<file path="config.mk">
export PLATFORM = sky130hd
export DESIGN_NAME = mmb_ram
export DESIGN_NICKNAME = d
export VERILOG_FILES = /design/src/sv/mmb_ram.sv
export SDC_FILE = /design/constraint.sdc
export NUM_CORES = 2
export LEC_CHECK = 0
export ABC_AREA = 1
export BUFFER_PORTS_ARGS = -buffer_cell sky130_fd_sc_hd__buf_4
export CORE_MARGIN = 3
export CORE_UTILIZATION = 47
export DETAILED_ROUTE_END_ITERATION = 10
export PLACE_DENSITY = 0.7
export SYNTH_ARGS = -nofsm -noshare
export SYNTH_HDL_FRONTEND = slang
export SYNTH_SLANG_ARGS = --single-unit
export TNS_END_PERCENT = 30
</file>
<file path="constraint.sdc">
create_clock -name clk -period 8.2 [get_ports clk]
set_clock_uncertainty 0.05 [all_clocks]
set_input_delay 0.41 -clock clk [delete_from_list [all_inputs] [get_ports clk]]
set_output_delay 0.41 -clock clk [all_outputs]
set_load 0.05 [all_outputs]
</file>
<file path="src/sv/mmb_ram.sv">
// Generic single-write, single-read RAM with registered read data.
module mmb_ram #(
  parameter int WIDTH  = 32,
  parameter int DEPTH  = 64,
  parameter int ADDR_W = (DEPTH > 1) ? $clog2(DEPTH) : 1
) (
  input  logic              clk,
  input  logic              we,
  input  logic [ADDR_W-1:0] waddr,
  input  logic [WIDTH-1:0]  wdata,
  input  logic [ADDR_W-1:0] raddr,
  output logic [WIDTH-1:0]  rdata
);

  logic [WIDTH-1:0] mem [DEPTH];

  always_ff @(posedge clk) begin
    if (we) begin
      mem[waddr] <= wdata;
    end
    rdata <= mem[raddr];
  end

endmodule

</file>
==> results.ini <==
[layout]
seqCellArea_mm2 = 0.0621
nets = 6754
drive_gt1_frac = 0.0761
fillers = 14200
multiInputGateArea_mm2 = 0.0188
area_growth_pct = 10.9

[synthesis]
yosys_warnings = 0
syn_nets = 6815
yosysSeqAreaShare = 0.751
syn_area_mm2 = 0.0827
synth-seq-cells = 2080
syn_inst = 6769
syn_area_per_cell_um2 = 12.2
synth_cell_type_count = 16

[route]
drt-vias-per-instance = 5.92
drcViolationCount = 0
wire_per_inst_um = 25.7
ant_nets = 0
drt_iter0_drc = 7660
routed-via-count = 54500
drt-total-wl_mm = 236
dr.pass1.iters = 5

[grt]
grt_max_degree = 200
gr-total-overflow = 0
grt_pass1_vias = 52200
grt_pass1_wl_mm = 344
antenna_found_initial = 18
track_usage = 0.258

[cts]
clk_path_buf_depth = 3
cts_buffers = 197
cts.htree.levels = 4
cts.repair.resized = 0
cts_tree = yes
post_cts_buffers = 0
cts-hold-fix-buffers = 0
clock_sinks = 2080
cts_root_buffer = clkbuf_16
clkTransAtPathRegs_ns = 0.06
clk_latency_ns = 0.83

[floorplan]
die_h_um = 426
boundaryPins = 78
chipWidth_um = 426
initial_core_util = 0.474
dieArea_mm2 = 0.181
rows = 153
coreArea_mm2 = 0.174

[timing]
setup_tns_ns = 0
fin_crit_ns = 3.17
rsz0062_at_grt = no
worst_slack_ns = 5.03
tightest_slew_ns = 1.11
setup_viol = 0
hold_violations = 0
fmax_mhz = 315
fin_crit_sh = 0.387
slew_viol_final = 0
slew_headroom = 0.259

[placement]
finalWeightedCongestion = 0.807
dp_hpwl_mm = 118
post-place-ws_ns = 4.32
port_buffers = 77

[worst_setup_path]
critical_path.max_stage_delay_ns = 0.87
critPathMaxFanout = 116
r2r-start = mem[1][26]$_DFFE_PP_
crit_path_end = rdata[1]$_DFF_P_
cp_top_family = buffers and inverters
r2r_end = rdata[26]$_DFF_P_
critPathCaptureType = flip-flop
r2r_cells = 8
cp_num_cells = 11
reg2reg_slack_ns = 6.45
startpoint = raddr[0]
cp_data_arrival_time_ns = 3.88
crit_path_start_kind = input port
worstSetupPathType = in2reg
worstPathRequired_ns = 8.91
slowest_stage = buf_4
crit_chain = buf_8 -> buf_4 -> buf_4 -> nand2_1 -> nand3_1 -> nand3_1 -> nand3_1 -> nand3_1 -> nand2_1 -> nand2_1 -> nand2_1
crit_buf_inv = 3

[pwr]
vdd_drop_max_mv = 0.210
p_per_area_mw_per_mm2 = 241
power_leakage_nw = 31.9

[flow_run]
drv_cap = 0

[worst_hold_path]
holdCritPathClass = in2reg

[outcome]
outcome = complete, no violations

-- routing by layer --
metal	wire, µm	track usage	share of wire	up-vias
met5	71	0	0.00030	-
met4	13900	0.140	0.059	10
met2	112000	0.416	0.47	3312
met1	85900	0.332	0.36	26600
li1	-	-	-	24000
met3	24300	0.0473	0.10	607
-- Yosys cell counts --
cell	number	area, µm²
nand2_1	2248	8440
edfxtp_1	2048	61500
nand3_1	1907	9540
buf_2	282	1410
clkbuf_1	77	289
nor2_1	56	210
buf_4	45	338
buf_1	40	150
dfxtp_1	32	641
inv_1	9	33.8
nand4_1	9	56.3
nor4_1	8	50.1
buf_6	3	33.8
buf_8	2	30.0
inv_2	2	7.51
inv_4	1	6.26
-- stage by stage --
| stage | power, mW | hold WS [ns] | instances | area, µm² | util |
|---|---|---|---|---|---|
| final | 22.1 | 0.0842 | 9207 | 91700 | 0.526 |
| after global routing | 22.7 | 0.0468 | 9203 | 91700 | 0.526 |
| after CTS | 22.1 | 0.0209 | 9199 | 91700 | 0.526 |
| after detailed placement | 13.4 | 0.743 | 8834 | 85500 | 0.490 |
| after global placement | 13.4 | 0.746 | 8834 | 85500 | 0.490 |
| after floorplan | 12.8 | 0.459 | 6769 | 82700 | - |
-- registers in the layout, summed over array words and instances (netlist names) --
name	flops
mem	2048
rdata	32
-- worst reg2reg max path: cells and delay by family, from the launching register on --
kind / cells / cell delay [ns]
DFF: 1 / 0.37
and+or+nand+nor: 8 / 1.23
-- power by group --
part	switching, mW	total (mW)	leakage [nW]	internal (mW)
logic	1.10	1.41	10.2	0.314
registers	0.0604	11.8	18.7	11.8
clock network	3.86	8.83	3.04	4.97
total	5.01	22.1	31.9	17.1
-- final cells by class --
cell class | count | area share
Multi-Input combinational cell | 4228 | 0.205
Tap cell | 2325 | 0.0317
Timing Repair Buffer | 189 | 0.0175
Sequential cell | 2080 | 0.677
Inverter | 12 | 0.000887
Clock buffer | 280 | 0.0599
Antenna cell | 8 | 0.000218
Clock inverter | 85 | 0.00769
-- cells in the final DEF (no fill, tap or decap), drive strengths merged --
cell type  count
clkinv        67
nand2       2248
edfxtp      2048
inv           19
diode          8
buf          189
clkbuf       280
nor4           8
bufinv        10
nand4          9
clkinvlp       1
dfxtp         32
nor2          56
nand3       1907
-- worst min path at each step --
stage	from	end	slack [ns]	cells past startpoint
after CTS	raddr[5]	rdata[17]$_DFF_P_	0.02	3
after global routing	raddr[5]	rdata[17]$_DFF_P_	0.05	3
after floorplan	wdata[0]	mem[0][0]$_DFFE_PP_	0.46	0
after detailed placement	mem[6][1]$_DFFE_PP_	rdata[1]$_DFF_P_	0.74	8
final	raddr[5]	rdata[17]$_DFF_P_	0.08	3
after global placement	mem[4][3]$_DFFE_PP_	rdata[3]$_DFF_P_	0.75	8
-- cells by family after synthesis --
group | synth area share
simple gates | 0.221
flops | 0.751
buf+inv | 0.0278
Note: power is estimated with default switching activity, not from simulation.
