$ cat config.mk
export PLATFORM = sky130hd
export DESIGN_NAME = mmb_mac
export DESIGN_NICKNAME = d
export VERILOG_FILES = /design/src/sv/mmb_pkg.sv /design/src/sv/mmb_mac.sv
export SDC_FILE = /design/constraint.sdc
export NUM_CORES = 2
export LEC_CHECK = 0
export BUFFER_PORTS_ARGS = -buffer_cell sky130_fd_sc_hd__buf_2
export CORE_AREA = 8 8 269 271
export DETAILED_ROUTE_END_ITERATION = 8
export DIE_AREA = 0 0 277 279
export PLACE_DENSITY = 0.76
export RECOVER_POWER = 25
export SLEW_MARGIN = 25
export SYNTH_ARGS = -nofsm -noshare
export SYNTH_HDL_FRONTEND = slang
export SYNTH_SLANG_ARGS = --single-unit
$ cat constraint.sdc
create_clock -name clk -period 13.95 [get_ports clk]
set_clock_uncertainty 0.1 [all_clocks]
set_input_delay 2.79 -clock clk [delete_from_list [all_inputs] [get_ports clk]]
set_output_delay 2.79 -clock clk [all_outputs]
set_load 0.1 [all_outputs]
$ cat src/sv/mmb_pkg.sv
// Shared types, codes and helpers for the matrix multiply block.
package mmb_pkg;

  localparam int MAX_DIM_DEF   = 8;
  localparam int FRAC_BITS_DEF = 16;

  localparam int DATA_W    = 32;
  localparam int DIM_W     = 4;
  localparam int POS_W     = 3;
  localparam int IDX_W     = 6;
  localparam int OP_W      = 2;
  localparam int CFG_IDX_W = 2;
  localparam int ACC_W     = 36;

  localparam logic [OP_W-1:0] OP_LOAD_A = 2'd0;
  localparam logic [OP_W-1:0] OP_LOAD_B = 2'd1;
  localparam logic [OP_W-1:0] OP_START  = 2'd2;

  localparam logic [CFG_IDX_W-1:0] REG_ROWS_A = 2'd0;
  localparam logic [CFG_IDX_W-1:0] REG_COLS_A = 2'd1;
  localparam logic [CFG_IDX_W-1:0] REG_ROWS_B = 2'd2;
  localparam logic [CFG_IDX_W-1:0] REG_COLS_B = 2'd3;

  typedef struct packed {
    logic [OP_W-1:0]          op;
    logic [IDX_W-1:0]         elem_index;
    logic signed [DATA_W-1:0] elem_value;
  } in_item_t;

  typedef struct packed {
    logic signed [DATA_W-1:0] result_value;
    logic [POS_W-1:0]         result_row;
    logic [POS_W-1:0]         result_col;
    logic                     last;
    logic                     status;
  } out_item_t;

  // Controls for the shared multiply-accumulate unit.
  typedef struct packed {
    logic mul_en;
    logic acc_en;
    logic acc_first;
  } mac_ctrl_t;

  function automatic logic [DIM_W-1:0] clamp_dim(input logic [DIM_W-1:0] d,
                                                 input logic [DIM_W-1:0] dmax);
    logic [DIM_W-1:0] v;
    begin
      v = d;
      if (d == '0) v = DIM_W'(1);
      else if (d > dmax) v = dmax;
      return v;
    end
  endfunction

endpackage

$ cat src/sv/mmb_mac.sv
// Shared multiply-accumulate unit: registered product, floor shift, saturation.
module mmb_mac #(
  parameter int FRAC_BITS = mmb_pkg::FRAC_BITS_DEF
) (
  input  logic                              clk,
  input  mmb_pkg::mac_ctrl_t                ctrl,
  input  logic signed [mmb_pkg::DATA_W-1:0] a,
  input  logic signed [mmb_pkg::DATA_W-1:0] b,
  output logic signed [mmb_pkg::DATA_W-1:0] result
);

  localparam int PW = 2 * mmb_pkg::DATA_W;
  localparam logic signed [PW-1:0] P_MAX = PW'(64'sh7FFF_FFFF);
  localparam logic signed [PW-1:0] P_MIN = -PW'(64'sh8000_0000);
  localparam logic signed [mmb_pkg::ACC_W-1:0] A_MAX = mmb_pkg::ACC_W'(64'sh7FFF_FFFF);
  localparam logic signed [mmb_pkg::ACC_W-1:0] A_MIN = -mmb_pkg::ACC_W'(64'sh8000_0000);

  logic signed [PW-1:0]             prod;
  logic signed [PW-1:0]             shifted;
  logic signed [mmb_pkg::DATA_W-1:0] term;
  logic signed [mmb_pkg::ACC_W-1:0]  acc;
  logic signed [mmb_pkg::ACC_W-1:0]  term_ext;

  // An arithmetic right shift drops the low bits, which rounds towards minus infinity.
  assign shifted = prod >>> FRAC_BITS;

  always_comb begin
    if (shifted > P_MAX) term = mmb_pkg::DATA_W'(P_MAX);
    else if (shifted < P_MIN) term = mmb_pkg::DATA_W'(P_MIN);
    else term = shifted[mmb_pkg::DATA_W-1:0];
  end

  assign term_ext = mmb_pkg::ACC_W'(term);

  always_ff @(posedge clk) begin
    if (ctrl.mul_en) begin
      prod <= PW'(a) * PW'(b);
    end
    if (ctrl.acc_en) begin
      acc <= ctrl.acc_first ? term_ext : acc + term_ext;
    end
  end

  always_comb begin
    if (acc > A_MAX) result = mmb_pkg::DATA_W'(A_MAX);
    else if (acc < A_MIN) result = mmb_pkg::DATA_W'(A_MIN);
    else result = acc[mmb_pkg::DATA_W-1:0];
  end

endmodule

==> metrics.cfg <==
[outcome]
status=finished with violations
violations=capacitance limit, slew limit

[clock_tree]
cts_buffers=9
clock_latency_ns=0.35
clk_pin_slew_worst_paths_ns=0.07
ctsHoldBuffers=0
clkSinkCount=84
tritoncts=done
post_cts_resize_count=0
htree_levels=3
post_cts_buffers=0
root_buffer=clkbuf_16
clock_tree.buffer_depth=2

[die]
io_pins=100
rows=96
start_util_pct=59.6
dieArea_um2=77300
die_w_um=277
die_height_um=279
core_area_um2=68000

[sta]
period_share_pct=76.4
rsz0062_at_grt=no
tns_ns=0
setup_violations=0
fin_hold_ws_ns=0.559
hold_viol_final=0
slew_headroom_pct=-67.8
fmax_mhz=93.8
fin_crit_ns=10.66
worst_pin_slew_ns=2.52
slew_viol_final=102

[critical_path]
required_ns=13.95
crit_fanout=32
r2r-end=acc[32]
crit_arrival_ns=10.67
slowest_delay_ns=0.66
crit_top_cell=fa_1
r2r_slack_ns=8.70
critical_path.cell_chain=buf_2 -> nand2_1 -> fa_1 -> fa_1 -> fa_1 -> fa_1 -> inv_1 -> fa_1 -> ha_1 -> fa_1 -> fa_1 -> ha_1 -> a211oi_2 -> nand2_1 -> or4_4 -> o211ai_1 -> o21ai_0 -> a211oi_1 -> o21a_1 -> o21ai_0 -> a21oi_1 -> xnor2_1
path_class=input pin to flop
cpMaxStageDelayCell=buf_2
end_kind=flop
r2r_start=prod[51]
r2r_cells=16
start_kind=input pin

[route]
vias=28500
dr.pass1.iters=7
drt_iter0_markers=1973
vias_per_cell=5.69
drc=0
wl_per_cell_um=20.7
antenna_left=0
drt-total-wl_um=104000

[grt]
grt_first_pass_wirelength_um=171000
antenna_found_initial=4
grt_usage_pct=28.0
grt_pass1_vias=32300
grt_max_degree=53
overflow=0

[final_layout]
fin_nets=5494
syn2layout_area_growth_pct=3.07
postLayoutCellArea_um2=41800
final_layout_size_suffix_gt1_share_pct=3.51
fillers=5645

[logic_synthesis]
syn_inst=4222
ys_seq_area_share_pct=6.22
synth_top_family_by_area=adder cells
avgSynthCellArea_um2=9.60
synth_edf_count=84
yosys.area_share.simple_pct=15.2
synth_fa_ha_area_share_pct=60.1
synthTopCellsByArea=fa_1, inv_1, and2_1
async_reset_ff_share_pct=0
ys_ff_latch=84
netlist_area_um2=40500
yosys_warnings=0
synthDistinctLibCells=64
netlist.area_leader.share_pct=53.4
synth_area_leader_cell=fa_1
synth_xor_area_share_pct=1.88
synth_nets=5587
synthMuxAreaShare_pct=0.136
ys.flop_type=edfxtp_1
synth_compound_area_share_pct=5.47

[place]
globalplace.congestion=0.894
place_hpwl_um=80600
placed_area_um2=41500
port_buffers=99

[flow_run]
cap_violations=2

[worst_hold_path]
min-delay-start=prod[42]
hold_path_end=acc[26]
min_path_cells=3
hp-class=flop to flop

==> worst max-delay path: cells and delay by family <==
family / cells / cell delay, ns
buffers and inverters: 2 / 0.71
AND/OR/NAND/NOR: 3 / 0.83
XOR/XNOR: 1 / 0.09
AO/OA/AOI/OAI: 7 / 2.05
adder cells (fa/ha/maj): 9 / 4.15
==> cells by family after synthesis <==
kind of cell	count (synthesis)
AO/OA/AOI/OAI	329
XOR/XNOR	87
adder cells (fa/ha/maj)	1297
buffers and inverters	1196
flip-flops	84
multiplexers	5
AND/OR/NAND/NOR	1224
==> registers in the layout, indices dropped and copies added, names as in the netlist <==
name  count
acc      36
prod     48
==> area by class of cell <==
type / count / area, um^2 / share of cell area, %
Antenna cell: 3 / 7.51 / 0.0180
Inverter: 980 / 3680 / 8.80
Multi-Input combinational cell: 2942 / 33600 / 80.3
Clock buffer: 9 / 225 / 0.539
Timing Repair Buffer: 112 / 588 / 1.41
Sequential cell: 84 / 2520 / 6.04
Clock inverter: 7 / 106 / 0.254
Tap cell: 882 / 1100 / 2.64
==> layer usage <==
layer	track usage, %	vias to the layer above	wire [um]	share of wire [%]
li1	-	12200	-	-
met1	33.3	14700	37800	36
met2	48.9	1265	51900	50
met3	4.11	383	7410	7.1
met4	15.3	0	6700	6.5
met5	0	-	0	0
==> metrics by stage <==
step | worst slack, ns | std cells | utilization (%)
after CTS | 3.14 | 5016 | 61.5
after global routing | 2.89 | 5019 | 61.5
after global placement | 2.93 | 5000 | 61.0
after floorplan | 3.78 | 4222 | -
after detailed placement | 2.78 | 5000 | 61.0
final | 3.29 | 5019 | 61.5
==> Yosys cell counts, drive strengths merged (3+ instances only) <==
master / count
xnor2: 61
a211o: 3
a31oi: 4
ha: 215
o211ai: 7
a41oi: 4
nand4: 14
nand2b: 24
nand3: 15
xor2: 26
nor2b: 9
nor3b: 3
a21o: 61
mux2: 4
inv: 979
clkbuf: 214
a2111oi: 3
and3: 6
o21ai: 64
a21oi: 80
fa: 1082
o21bai: 7
o31ai: 11
o21a: 48
nor4: 8
nor2: 59
nand2: 542
edfxtp: 84
nor3: 14
a21boi: 4
a211oi: 13
and2: 520
==> how the worst max path moves through the flow <==
| stage | cells past startpoint | startpoint | to |
|---|---|---|---|
| 6_report | 22 | b[2] | prod[47] |
| 5_1_grt | 23 | b[8] | prod[63] |
| 4_1_cts | 20 | b[2] | prod[63] |
| 3_5_place_dp | 23 | b[2] | prod[62] |
| 3_3_place_gp | 25 | a[31] | prod[62] |
| 2_1_floorplan | 25 | a[31] | prod[62] |
==> cells in the final DEF (no fill, tap or decap), types with 48 or more instances in the layout <==
master,count
o21ai_0,62
a21oi_1,80
o21a_1,48
and2_1,520
nand2_1,542
a21o_1,61
xnor2_1,61
edfxtp_1,84
inv_1,979
fa_1,1081
nor2_1,58
ha_1,215
buf_2,98
Power is not shown: default switching activity piles up to over one toggle a cycle in this logic, so the estimate is an artifact.
